## config.mk

```make
export PLATFORM = sky130hd
export DESIGN_NAME = age_lru_handle_cache_flat
export DESIGN_NICKNAME = d
export VERILOG_FILES = /design/src/rtl/alc_pkg.sv /design/src/rtl/alc_if.sv /design/src/rtl/age_lru_handle_cache.sv /design/src/rtl/alc_entry_store.sv /design/src/flat_wrapper.sv
export VERILOG_INCLUDE_DIRS = /design/src /design/src/rtl
export SDC_FILE = /design/constraint.sdc
export NUM_CORES = 1
export LEC_CHECK = 0
export CAP_MARGIN = 0
export CORE_ASPECT_RATIO = 0.6
export CORE_MARGIN = 8
export CORE_UTILIZATION = 56
export DETAILED_ROUTE_END_ITERATION = 10
export DONT_BUFFER_PORTS = 1
export PLACE_DENSITY_LB_ADDON = 0.3
export SLEW_MARGIN = 5
export SYNTH_ARGS = -nofsm -noshare
export SYNTH_HDL_FRONTEND = slang
export SYNTH_SLANG_ARGS = --single-unit
export TNS_END_PERCENT = 30
```

## constraint.sdc

```tcl
create_clock -name clock -period 8.8 [get_ports clock]
set_input_delay 2.2 -clock clock [delete_from_list [all_inputs] [get_ports clock]]
set_output_delay 2.2 -clock clock [all_outputs]
set_load 0.01 [all_outputs]
```

## src/rtl/assert_macros.svh

```systemverilog
// assertion helpers, clocked on clock and disabled during reset
`ifndef ASSERT_MACROS_SVH
`define ASSERT_MACROS_SVH

// property must hold at every edge outside reset
`define ASSERT_HOLDS(lbl, prop, msg) \
   lbl: assert property (@(posedge clock) disable iff (reset) prop) else $error(msg);

// condition must never be true outside reset
`define ASSERT_NEVER(lbl, cond, msg) \
   lbl: assert property (@(posedge clock) disable iff (reset) !(cond)) else $error(msg);

`endif

```

## src/rtl/alc_pkg.sv

```systemverilog
`default_nettype none
package alc_pkg;

   localparam int ENTRIES_DEF = 6;
   localparam int KEY_W       = 16;
   localparam int TAG_W       = 32;
   localparam int AGE_W       = 31;
   localparam int SLOT_W      = 4;

   localparam logic [AGE_W-1:0] AGE_MAX = {AGE_W{1'b1}};

   typedef struct packed {
      logic [KEY_W-1:0] key;
      logic [TAG_W-1:0] tag;
      logic [AGE_W-1:0] age;
   } entry_type;

   // empty entry: key 0, tag 0, age at the empty marker
   localparam entry_type ENTRY_RESET = '{key: '0, tag: '0, age: AGE_MAX};

   typedef enum logic [1:0] {
      ST_IDLE,
      ST_SCAN,
      ST_FIX
   } state_type;

endpackage
`default_nettype wire

```

## src/rtl/alc_if.sv

```systemverilog
`default_nettype none
interface alc_req_if;
   import alc_pkg::*;
   logic             valid;
   logic             ready;
   logic [KEY_W-1:0] key;
   logic [TAG_W-1:0] new_tag;

   modport source (output valid, output key, output new_tag, input ready);
   modport sink   (input valid, input key, input new_tag, output ready);
endinterface

interface alc_rsp_if;
   import alc_pkg::*;
   logic              valid;
   logic              ready;
   logic              hit;
   logic [SLOT_W-1:0] slot;
   logic [TAG_W-1:0]  tag_out;
   logic              evict_valid;
   logic [KEY_W-1:0]  evicted_key;

   modport source (output valid, output hit, output slot, output tag_out,
                   output evict_valid, output evicted_key, input ready);
   modport sink   (input valid, input hit, input slot, input tag_out,
                   input evict_valid, input evicted_key, output ready);
endinterface
`default_nettype wire

```

## src/rtl/age_lru_handle_cache.sv

```systemverilog
// a request is accepted in idle and served by a sweep of the single read port over all
// entries, then a write-back to the hit or victim entry that loads the output register;
// a new request is taken only back in idle, and a waiting result holds the write-back
// reset: synchronous, clears control state and the per-entry valid bits at once, so all
// entries read as empty (key 0, tag 0, age saturated) with no clearing pass
`default_nettype none
module age_lru_handle_cache #(
   parameter  int ENTRIES = alc_pkg::ENTRIES_DEF,
   localparam int IDX_W   = $clog2(ENTRIES),
   localparam int CNT_W   = $clog2(ENTRIES + 1)
) (
   input wire         clock,
   input wire         reset,
   alc_req_if.sink    req_ch,
   alc_rsp_if.source  rsp_ch
);
   import alc_pkg::*;

   // sequencer state
   state_type state_ff, state_in;

   // captured request beat
   logic [KEY_W-1:0] key_ff, key_in;
   logic [TAG_W-1:0] tag_ff, tag_in;

   // read sweep: issue counter and the index of the entry now on the read data
   logic [CNT_W-1:0] rd_cnt_ff, rd_cnt_in;
   logic             rd_pend_ff, rd_pend_in;
   logic [IDX_W-1:0] rd_idx_ff, rd_idx_in;

   // running search results
   logic             hit_found_ff, hit_found_in;
   logic [IDX_W-1:0] hit_idx_ff, hit_idx_in;
   logic [TAG_W-1:0] hit_tag_ff, hit_tag_in;
   logic [AGE_W-1:0] best_age_ff, best_age_in;
   logic [IDX_W-1:0] best_idx_ff, best_idx_in;
   logic [KEY_W-1:0] best_key_ff, best_key_in;

   // output register
   logic              rsp_valid_ff, rsp_valid_in;
   logic              rsp_hit_ff, rsp_hit_in;
   logic [SLOT_W-1:0] rsp_slot_ff, rsp_slot_in;
   logic [TAG_W-1:0]  rsp_tag_ff, rsp_tag_in;
   logic              rsp_evict_ff, rsp_evict_in;
   logic [KEY_W-1:0]  rsp_ekey_ff, rsp_ekey_in;

   // memory ports
   logic             rd_en;
   logic [IDX_W-1:0] rd_addr;
   entry_type        rd_data;
   logic             wr_en;
   logic [IDX_W-1:0] wr_addr;
   entry_type        wr_data;

   // control strobes
   logic             req_fire;
   logic             fix_fire;
   logic             scan_last;
   logic [AGE_W-1:0] aged;

   alc_entry_store #(.ENTRIES(ENTRIES)) u_store (
      .clock   (clock),
      .reset   (reset),
      .rd_en   (rd_en),
      .rd_addr (rd_addr),
      .rd_data (rd_data),
      .wr_en   (wr_en),
      .wr_addr (wr_addr),
      .wr_data (wr_data)
   );

   assign req_fire  = req_ch.valid && req_ch.ready;
   assign scan_last = rd_pend_ff && (rd_idx_ff == IDX_W'(ENTRIES - 1));
   assign rd_addr   = rd_cnt_ff[IDX_W-1:0];

   // age of the entry on the read data after this request's increment
   assign aged = (rd_data.age == AGE_MAX) ? AGE_MAX : rd_data.age + AGE_W'(1);

   // next state
   always_comb begin
      state_in = state_ff;
      case (state_ff)
         ST_IDLE: begin
            if (req_fire) begin
               state_in = ST_SCAN;
            end
         end
         ST_SCAN: begin
            if (scan_last) begin
               state_in = ST_FIX;
            end
         end
         ST_FIX: begin
            if (fix_fire) begin
               state_in = ST_IDLE;
            end
         end
         default: state_in = ST_IDLE;
      endcase
   end

   // sequencer outputs
   always_comb begin
      req_ch.ready = 1'b0;
      rd_en        = 1'b0;
      fix_fire     = 1'b0;
      case (state_ff)
         ST_IDLE: begin
            req_ch.ready = 1'b1;
         end
         ST_SCAN: begin
            rd_en = (rd_cnt_ff < CNT_W'(ENTRIES));
         end
         ST_FIX: begin
            // the output register must be free before the result lands
            fix_fire = !rsp_valid_ff || rsp_ch.ready;
         end
         default: begin
            req_ch.ready = 1'b0;
         end
      endcase
   end

   // datapath
   always_comb begin
      key_in       = key_ff;
      tag_in       = tag_ff;
      rd_cnt_in    = rd_cnt_ff;
      rd_pend_in   = rd_en;
      rd_idx_in    = rd_en ? rd_addr : rd_idx_ff;
      hit_found_in = hit_found_ff;
      hit_idx_in   = hit_idx_ff;
      hit_tag_in   = hit_tag_ff;
      best_age_in  = best_age_ff;
      best_idx_in  = best_idx_ff;
      best_key_in  = best_key_ff;
      rsp_valid_in = rsp_valid_ff && !rsp_ch.ready;
      rsp_hit_in   = rsp_hit_ff;
      rsp_slot_in  = rsp_slot_ff;
      rsp_tag_in   = rsp_tag_ff;
      rsp_evict_in = rsp_evict_ff;
      rsp_ekey_in  = rsp_ekey_ff;
      wr_en        = 1'b0;
      wr_addr      = rd_idx_ff;
      wr_data      = '{key: rd_data.key, tag: rd_data.tag, age: aged};

      if (req_fire) begin
         key_in       = req_ch.key;
         tag_in       = req_ch.new_tag;
         rd_cnt_in    = '0;
         hit_found_in = 1'b0;
         // aged values are never zero, so entry 0 always takes the first compare
         best_age_in  = '0;
         best_idx_in  = '0;
      end

      if (rd_en) begin
         rd_cnt_in = rd_cnt_ff + CNT_W'(1);
      end

      // one entry per cycle: compare key, age it, write it back
      if (state_ff == ST_SCAN && rd_pend_ff) begin
         wr_en = 1'b1;
         if (!hit_found_ff && rd_data.key == key_ff) begin
            hit_found_in = 1'b1;
            hit_idx_in   = rd_idx_ff;
            hit_tag_in   = rd_data.tag;
         end
         // strict compare keeps the lowest index on ties
         if (aged > best_age_ff) begin
            best_age_in = aged;
            best_idx_in = rd_idx_ff;
            best_key_in = rd_data.key;
         end
      end

      // clear the hit entry's age, or install the request in the victim
      if (fix_fire) begin
         wr_en        = 1'b1;
         rsp_valid_in = 1'b1;
         rsp_hit_in   = hit_found_ff;
         if (hit_found_ff) begin
            wr_addr      = hit_idx_ff;
            wr_data      = '{key: key_ff, tag: hit_tag_ff, age: '0};
            rsp_slot_in  = SLOT_W'(hit_idx_ff);
            rsp_tag_in   = hit_tag_ff;
            rsp_evict_in = 1'b0;
            rsp_ekey_in  = '0;
         end else begin
            wr_addr      = best_idx_ff;
            wr_data      = '{key: key_ff, tag: tag_ff, age: '0};
            rsp_slot_in  = SLOT_W'(best_idx_ff);
            rsp_tag_in   = tag_ff;
            rsp_evict_in = (best_key_ff != '0);
            rsp_ekey_in  = best_key_ff;
         end
      end
   end

   // control registers
   always_ff @(posedge clock) begin
      if (reset) begin
         state_ff     <= ST_IDLE;
         rd_pend_ff   <= 1'b0;
         rd_cnt_ff    <= '0;
         rsp_valid_ff <= 1'b0;
         hit_found_ff <= 1'b0;
      end else begin
         state_ff     <= state_in;
         rd_pend_ff   <= rd_pend_in;
         rd_cnt_ff    <= rd_cnt_in;
         rsp_valid_ff <= rsp_valid_in;
         hit_found_ff <= hit_found_in;
      end
   end

   // payload registers
   always_ff @(posedge clock) begin
      key_ff       <= key_in;
      tag_ff       <= tag_in;
      rd_idx_ff    <= rd_idx_in;
      hit_idx_ff   <= hit_idx_in;
      hit_tag_ff   <= hit_tag_in;
      best_age_ff  <= best_age_in;
      best_idx_ff  <= best_idx_in;
      best_key_ff  <= best_key_in;
      rsp_hit_ff   <= rsp_hit_in;
      rsp_slot_ff  <= rsp_slot_in;
      rsp_tag_ff   <= rsp_tag_in;
      rsp_evict_ff <= rsp_evict_in;
      rsp_ekey_ff  <= rsp_ekey_in;
   end

   assign rsp_ch.valid       = rsp_valid_ff;
   assign rsp_ch.hit         = rsp_hit_ff;
   assign rsp_ch.slot        = rsp_slot_ff;
   assign rsp_ch.tag_out     = rsp_tag_ff;
   assign rsp_ch.evict_valid = rsp_evict_ff;
   assign rsp_ch.evicted_key = rsp_ekey_ff;

   `include "assert_macros.svh"

   // a result beat only appears right after the write-back step
   `ASSERT_HOLDS(a_rsp_from_fix, $rose(rsp_valid_ff) |-> $past(state_ff) == ST_FIX,
      "result appeared outside write-back")
   // a stalled output register holds the sequencer in write-back
   `ASSERT_HOLDS(a_fix_waits,
      (state_ff == ST_FIX && rsp_valid_ff && !rsp_ch.ready) |=> state_ff == ST_FIX,
      "write-back overran a waiting result")
   // read sweep never reports an index past the table
   `ASSERT_NEVER(a_idx_range, rd_pend_ff && (rd_idx_ff > IDX_W'(ENTRIES - 1)),
      "read index beyond table")
   // a hit never reports an eviction, and an eviction always carries a live key
   `ASSERT_NEVER(a_evict_sane,
      rsp_valid_ff && rsp_evict_ff && (rsp_hit_ff || rsp_ekey_ff == '0),
      "bad eviction report")

endmodule
`default_nettype wire

```

## src/rtl/alc_entry_store.sv

```systemverilog
`default_nettype none
module alc_entry_store #(
   parameter  int ENTRIES = alc_pkg::ENTRIES_DEF,
   localparam int IDX_W   = $clog2(ENTRIES)
) (
   input  wire                    clock,
   input  wire                    reset,
   input  wire                    rd_en,
   input  wire [IDX_W-1:0]        rd_addr,
   output alc_pkg::entry_type     rd_data,
   input  wire                    wr_en,
   input  wire [IDX_W-1:0]        wr_addr,
   input  alc_pkg::entry_type     wr_data
);
   import alc_pkg::*;

   entry_type          mem [ENTRIES];
   logic [ENTRIES-1:0] valid_ff, valid_in;
   entry_type          rd_data_ff;
   logic               rd_valid_ff;

   always_comb begin
      valid_in = valid_ff;
      if (wr_en) begin
         valid_in[wr_addr] = 1'b1;
      end
   end

   always_ff @(posedge clock) begin
      if (reset) begin
         valid_ff <= '0;
      end else begin
         valid_ff <= valid_in;
      end
   end

   always_ff @(posedge clock) begin
      if (wr_en) begin
         mem[wr_addr] <= wr_data;
      end
   end

   always_ff @(posedge clock) begin
      if (rd_en) begin
         rd_data_ff  <= mem[rd_addr];
         rd_valid_ff <= valid_ff[rd_addr];
      end
   end

   // never-written entries read as empty
   assign rd_data = rd_valid_ff ? rd_data_ff : ENTRY_RESET;

endmodule
`default_nettype wire

```

## src/flat_wrapper.sv

```systemverilog
// flat-port wrapper written by rule: the top's interface ports become plain ports
module age_lru_handle_cache_flat import alc_pkg::*;
#(
   parameter  int ENTRIES = alc_pkg::ENTRIES_DEF,
   localparam int IDX_W   = $clog2(ENTRIES),
   localparam int CNT_W   = $clog2(ENTRIES + 1)
)
  (clock, reset, req_ch_valid, req_ch_key, req_ch_new_tag, req_ch_ready, rsp_ch_valid, rsp_ch_hit, rsp_ch_slot, rsp_ch_tag_out, rsp_ch_evict_valid, rsp_ch_evicted_key, rsp_ch_ready);
  alc_req_if req_ch_i ();
  alc_rsp_if rsp_ch_i ();
  input wire clock;
  input wire reset;
  input wire logic [$bits(req_ch_i.valid)-1:0] req_ch_valid;
  input wire logic [$bits(req_ch_i.key)-1:0] req_ch_key;
  input wire logic [$bits(req_ch_i.new_tag)-1:0] req_ch_new_tag;
  output wire logic [$bits(req_ch_i.ready)-1:0] req_ch_ready;
  output wire logic [$bits(rsp_ch_i.valid)-1:0] rsp_ch_valid;
  output wire logic [$bits(rsp_ch_i.hit)-1:0] rsp_ch_hit;
  output wire logic [$bits(rsp_ch_i.slot)-1:0] rsp_ch_slot;
  output wire logic [$bits(rsp_ch_i.tag_out)-1:0] rsp_ch_tag_out;
  output wire logic [$bits(rsp_ch_i.evict_valid)-1:0] rsp_ch_evict_valid;
  output wire logic [$bits(rsp_ch_i.evicted_key)-1:0] rsp_ch_evicted_key;
  input wire logic [$bits(rsp_ch_i.ready)-1:0] rsp_ch_ready;
  assign req_ch_i.valid = req_ch_valid;
  assign req_ch_i.key = req_ch_key;
  assign req_ch_i.new_tag = req_ch_new_tag;
  assign req_ch_ready = req_ch_i.ready;
  assign rsp_ch_valid = rsp_ch_i.valid;
  assign rsp_ch_hit = rsp_ch_i.hit;
  assign rsp_ch_slot = rsp_ch_i.slot;
  assign rsp_ch_tag_out = rsp_ch_i.tag_out;
  assign rsp_ch_evict_valid = rsp_ch_i.evict_valid;
  assign rsp_ch_evicted_key = rsp_ch_i.evicted_key;
  assign rsp_ch_i.ready = rsp_ch_ready;
  age_lru_handle_cache #(.ENTRIES(ENTRIES)) u_core (.clock(clock), .reset(reset), .req_ch(req_ch_i), .rsp_ch(rsp_ch_i));
endmodule
```

==> results.cfg, run 1 <==
[route]
vias_per_cell = 6.12
wl_per_cell_um = 24.9
firstDrtPassIters = 6
first_iter_violations = 1813
dr_total_vias = 15932
antenna_left = 0
wl_mm = 64.9
drc = 0

[place]
dp_hpwl_mm = 38.2
dp_cells = 2483
gp_congestion = 0.896
io_buffers = 0

[power_and_ir_drop]
p_per_area_nw_per_um2 = 221
fin_total_pwr_mw = 7.37
irDropWorstVdd_uv = 183
p_leak_nw = 11.1

[timing]
final_hold_viol_count = 0
finalCritPeriodShare = 0.658
fmax_ghz = 0.173
relSlewSlack = 0.281
tns_ns = 0
setup_viol = 0
tightest_slew_ns = 1.08
finalCriticalPeriod_ns = 5.79
final-max-slew-violation-count = 0
finalClockSkew_ns = 0.0333
rsz0062_at_grt = false

[finish]
fin_cells = 2605
syn_to_final_growth_pct = 9.83
drive_above_1_share = 0.161
final_nets = 1923
multi_input_area_um2 = 7510
regArea_um2 = 22300
fillerInstances = 3806

[outcome]
outcome = finished, final reports clean

[synthesis]
synthAdderAreaFrac = 0.0136
synth_nets = 1910
synth_top_area_cell = edfxtp_1
synthXorXnorAreaFrac = 0.00577
synth_top_family_by_area = multiplexers
ys_seq_area_frac = 0.733
synthTopCellsByArea = edfxtp_1, mux4_2, mux2i_1
synth_cells = 1825
ys_warn_count = 0
avgSynthCellArea_um2 = 16.6
synth-simple-area-share = 0.0600
synth-main-ff-cell = edfxtp_1
synth_edf_count = 709
synthTopCellsByCount = edfxtp_1, nor2_1, a21oi_1, mux2i_1, mux2_2
synth_top_area_frac = 0.701
async_flop_share = 0
muxShareOfSynthArea = 0.130
synth.most_common_cell = edfxtp_1
ys_ff_latch = 757
synthesis.area_um2 = 30400
synth_cell_type_count = 64
synth-compound-area-share = 0.0355

[worst_setup_path]
start_kind = flop
cp.arrival_ns = 6.31
cp.required_ns = 9.32
cp_max_fo = 20
reg2reg_slack_ns = 3.01
path_class = reg2reg
crit_path_end_kind = flop

[floorplan]
chipHeight_um = 196
die_w_um = 317
rows = 66
coreArea_um2 = 53800
initial_core_util = 0.564
fp.dieArea_um2 = 62100
ioPinCount = 108

[clock_tree]
clock_latency_ns = 0.60
tritoncts = yes
clk_pin_slew_worst_paths_ns = 0.07
cts_inserted_buffers = 67
max-clock-path-buffers = 3
root_buffer = clkbuf_16
ctsResizeCount = 0
post-cts-setup-buffer-count = 0
hold_buffers = 0
clkSinkCount = 757
htreeDepth = 3

[grt]
grt_usage = 0.207
antenna_found_initial = 1
overflow = 0
grt_max_degree = 85
grt_pass1_vias = 15772
grt_pass1_wl_mm = 97.4

[flow_run]
cap_violations = 0

[min_path]
hold_path.class = reg2reg
[routing by layer]
| metal | global-route usage | wire length (um) |
|---|---|---|
| met1 | 0.325 | 30400 |
| met2 | 0.295 | 27900 |
| met3 | 0.0450 | 5440 |
| met4 | 0.0503 | 1120 |
| met5 | 0 | 0 |
[cell families (layout without fill, tap and decap cells)]
| kind of cell | after synthesis | after routing |
|---|---|---|
| buf+inv | 158 | 223 |
| flops | 757 | 757 |
| fa+ha+maj | 33 | 33 |
| other cells | 1 | 2 |
| mux | 283 | 283 |
| simple gates | 389 | 389 |
| xor+xnor | 20 | 20 |
| compound gates | 184 | 184 |
[power by group]
group          leakage [nW]  switching (mW)  internal, mW
Sequential             6.89          0.0491          4.01
Clock                  1.07            1.28          1.65
Combinational          3.16           0.237         0.143
[state kept, by name, summed over array words and instances, names as in the netlist]
| signal | count |
|---|---|
| u_core.best_age_ff | 31 |
| u_core.best_idx_ff | 3 |
| u_core.best_key_ff | 16 |
| u_core.hit_found_ff | 1 |
| u_core.hit_idx_ff | 3 |
| u_core.hit_tag_ff | 32 |
| u_core.key_ff | 16 |
| u_core.rd_addr | 3 |
| u_core.rd_idx_ff | 3 |
| u_core.rd_pend_ff | 1 |
| u_core.rsp_ch.evict_valid | 1 |
| u_core.rsp_ch.evicted_key | 16 |
| u_core.rsp_ch.hit | 1 |
| u_core.rsp_ch.slot | 3 |
| u_core.rsp_ch.tag_out | 32 |
| u_core.rsp_ch.valid | 1 |
| u_core.state_ff | 2 |
| u_core.tag_ff | 32 |
| u_core.u_store.mem | 474 |
| u_core.u_store.rd_data_ff | 79 |
| u_core.u_store.rd_valid_ff | 1 |
| u_core.u_store.valid_ff | 6 |
[final cells by class]
class,count,area share
sequential,757,0.668
multi-input combinational,910,0.225
clock buffer,84,0.0544
tap,714,0.0268
clock inverter,37,0.0109
inverter,74,0.00837
timing repair buffer,28,0.00631
antenna,1,0.0000751
[per-stage QoR]
step | hold WS [ns] | setup WS [ns] | cell area, um^2 | util
after detailed placement | 0.451 | 3.18 | 31200 | 0.579
after floorplan | 0.406 | 1.03 | 30400 | -
final | 0.460 | 3.01 | 33300 | 0.619
after global routing | 0.480 | 2.86 | 33300 | 0.619
after CTS | 0.460 | 3.14 | 33300 | 0.619
after global placement | 0.445 | 3.42 | 31200 | 0.579
[placed cells by master (no fill, tap or decap), types with 14 or more instances in the layout]
master / instances
nand2_1: 64
clkbuf_16: 70
inv_1: 70
nor2b_1: 22
nand4_1: 18
mux2i_1: 115
edfxtp_1: 709
a21oi_1: 115
and2_1: 49
mux4_2: 80
clkinv_1: 16
buf_4: 28
nand3_1: 17
o21ai_0: 14
nor2_1: 166
mux2_2: 85
ha_1: 33
dfxtp_1: 44
[critical path: stages (launching register included)]
cell       delay, ns
edfxtp_1        0.45
nand4_1         0.30
nor2_1          0.72
and4_1          0.40
a2bb2oi_1       0.48
buf_4           0.33
o21bai_1        0.20
ha_1            0.19
nand3_1         0.08
or3_1           0.43
or3_1           0.41
o221a_1         0.30
a31oi_4         0.75
buf_4           0.43
mux2i_1         0.24
[worst paths after layout]
| path | startpoint | to | cells past startpoint |
|---|---|---|---|
| worst max-delay path | u_core.u_store.rd_data_ff[6] | u_core.best_age_ff[24] | 14 |
| worst min register to register | u_core.best_age_ff[11] | u_core.best_age_ff[11] | 2 |
| worst max register to register | u_core.u_store.rd_data_ff[6] | u_core.best_age_ff[24] | 14 |
| worst min-delay path | u_core.best_age_ff[11] | u_core.best_age_ff[11] | 2 |
Note: power is estimated with default switching activity, not from simulation.
==> run 2: changes to the inputs <==
--- a/config.mk
+++ b/config.mk
@@ -6,6 +6,7 @@
 export SDC_FILE = /design/constraint.sdc
 export NUM_CORES = 1
 export LEC_CHECK = 0
+export ABC_AREA = 1
 export CAP_MARGIN = 0
 export CORE_ASPECT_RATIO = 0.6
 export CORE_MARGIN = 8
==> constraint.sdc (replaced) <==
create_clock -name clock -period 5.4 [get_ports clock]
set_input_delay 1.35 -clock clock [delete_from_list [all_inputs] [get_ports clock]]
set_output_delay 1.35 -clock clock [all_outputs]
set_load 0.01 [all_outputs]
==> run 2 against run 1 <==
Utilization up 0.11 points. Design area rose by 1.1%. Via count is 24% higher. Synthesized cell count is 42% higher.
==> results.cfg, run 2 <==
[grt]
grt_pass1_wl_mm = 111
antenna_found_initial = 1
grt_usage = 0.226
grt_pass1_vias = 18906
grt_max_degree = 123
overflow = 0

[synthesis]
avgSynthCellArea_um2 = 12.0
synth_edf_count = 709
ys_ff_latch = 757
synthTopCellsByArea = edfxtp_1, nand2_1, dfxtp_1
synth_cell_type_count = 45
synth_nets = 2671
synth_top_area_frac = 0.688
ys_seq_area_frac = 0.719
synthesis.area_um2 = 30900
synth_top_area_cell = edfxtp_1
synthTopCellsByCount = edfxtp_1, nand2_1, nor2_1
async_flop_share = 0
synth-main-ff-cell = edfxtp_1
synth.most_common_cell = edfxtp_1
ys_warn_count = 0
synth_cells = 2586

[clock_tree]
clk_pin_slew_worst_paths_ns = 0.07
ctsResizeCount = 0
hold_buffers = 0
post-cts-setup-buffer-count = 0
clkSinkCount = 757
htreeDepth = 3
cts_inserted_buffers = 66
root_buffer = clkbuf_16
tritoncts = yes
max-clock-path-buffers = 3
clock_latency_ns = 0.61

[floorplan]
die_w_um = 319
rows = 66
fp.dieArea_um2 = 63300
chipHeight_um = 198
ioPinCount = 108
coreArea_um2 = 54300
initial_core_util = 0.569

[power_and_ir_drop]
p_per_area_nw_per_um2 = 376
irDropWorstVdd_uv = 290
p_leak_nw = 12.2
fin_total_pwr_mw = 12.7

[place]
dp_cells = 3190
place_ws_ns = 0.819
gp_congestion = 0.949
io_buffers = 0
placed_area_um2 = 31600
dp_hpwl_mm = 43.1

[timing]
finalCritPeriodShare = 0.870
tns_ns = 0
tightest_slew_ns = 1.41
fin_ws_ns = 0.704
relSlewSlack = 0.0502
final_hold_viol_count = 0
finalClockSkew_ns = 0.0333
final-max-slew-violation-count = 0
finalCriticalPeriod_ns = 4.70
fmax_ghz = 0.213
setup_viol = 0
rsz0062_at_grt = false

[worst_setup_path]
start_kind = flop
cp.required_ns = 5.62
crit_path_end_kind = flop
path_class = reg2reg
cp.arrival_ns = 4.92
cp_max_fo = 60

[finish]
final_nets = 2629
drive_above_1_share = 0.0647
syn_to_final_growth_pct = 8.96
post-route-cell-area_um2 = 33700
fin_cells = 3310
fillerInstances = 4118
regMostFlops = u_core.u_store.mem
layout.cells.most_common = edfxtp_1
reg.largest.list = u_core.u_store.mem x474, u_core.u_store.rd_data_ff x79
final_cell_mix = edfxtp_1, nand2_1, nor2_1, inv_1, o21ai_0
largest_register_ffs = 474

[route]
firstDrtPassIters = 6
dr_total_vias = 19704
vias_per_cell = 5.95
wl_per_cell_um = 22.0
first_iter_violations = 2259
drc = 0
antenna_left = 0
wl_mm = 72.9

[outcome]
outcome = finished, final reports clean

[min_path]
hold_path.class = reg2reg

[flow_run]
cap_violations = 0
## run 2: cell count changes after synthesis, sizes merged, moves of 80 or more
cell   before  now
o22ai       7   88
mux4       80    0
mux2i     115    0
o21ai      16  141
mux2       88    0
nand2      65  651
inv        73  187
## run 2: per-stage QoR
step | hold WS, ns | util
after global placement | 0.441 | 0.582
after detailed placement | 0.446 | 0.582
final | 0.466 | 0.620
after floorplan | 0.406 | -
after CTS | 0.456 | 0.620
after global routing | 0.488 | 0.620
## run 2: critical path: stages, from the launching register on
cell      delay [ns]
edfxtp_1        0.57
inv_6           0.24
a21oi_1         0.29
nor2_1          0.11
nand2_2         0.13
nor2_4          0.06
nand2_1         0.57
buf_4           0.49
nand3_1         0.23
ha_1            0.36
nand4_1         0.16
nor3_1          0.20
nand2_1         0.07
nand2_1         0.07
nand2_1         0.05
nand2_1         0.09
nand2_2         0.08
inv_1           0.52
## run 2: layout make-up
class                      count  area, um^2  area share
sequential                   757       22300       0.660
tap                          714         893      0.0265
multi-input combinational   1497        7360       0.218
clock inverter                34         332     0.00984
antenna                        1        2.50   0.0000743
clock buffer                  85        1770      0.0524
timing repair buffer          32         353      0.0105
inverter                     190         739      0.0219
## run 2: worst paths after layout
kind / startpoint / end / slack [ns] / depth (start not counted)
hold / removal: u_core.u_store.valid_ff[3] / u_core.u_store.valid_ff[3] / 0.47 / 2
setup / recovery: u_core.u_store.rd_valid_ff / u_core.best_key_ff[0] / 0.70 / 17
hold reg to reg: u_core.u_store.valid_ff[3] / u_core.u_store.valid_ff[3] / 0.47 / 2
setup reg to reg: u_core.u_store.rd_valid_ff / u_core.best_key_ff[0] / 0.70 / 17
## run 2: routing by layer
layer / global-route usage / vias to the layer above / share of wire
met2: 0.322 / 920 / 0.42
met1: 0.353 / 9654 / 0.46
li1: - / 9044 / -
met3: 0.0488 / 86 / 0.10
met5: 0 / - / 0
met4: 0.0533 / 0 / 0.017
## run 2: cell families (layout without fill, tap and decap cells)
| kind of cell | count (synthesis) | in the layout | synth area share |
|---|---|---|---|
| other cells | 1 | 2 | 0.000121 |
| buf+inv | 332 | 341 | 0.0431 |
| simple gates | 980 | 980 | 0.126 |
| compound gates | 468 | 468 | 0.0941 |
| fa+ha+maj | 33 | 33 | 0.0133 |
| xor+xnor | 15 | 15 | 0.00425 |
| flops | 757 | 757 | 0.719 |
## run 2: report_power, final
part           internal, mW  leakage [nW]  total (mW)  switching [mW]
Clock                  2.58          1.03        4.66            2.08
Sequential             6.73          6.87        6.84           0.107
Combinational         0.311          4.33        1.18           0.868
Total                  9.62          12.2        12.7            3.06
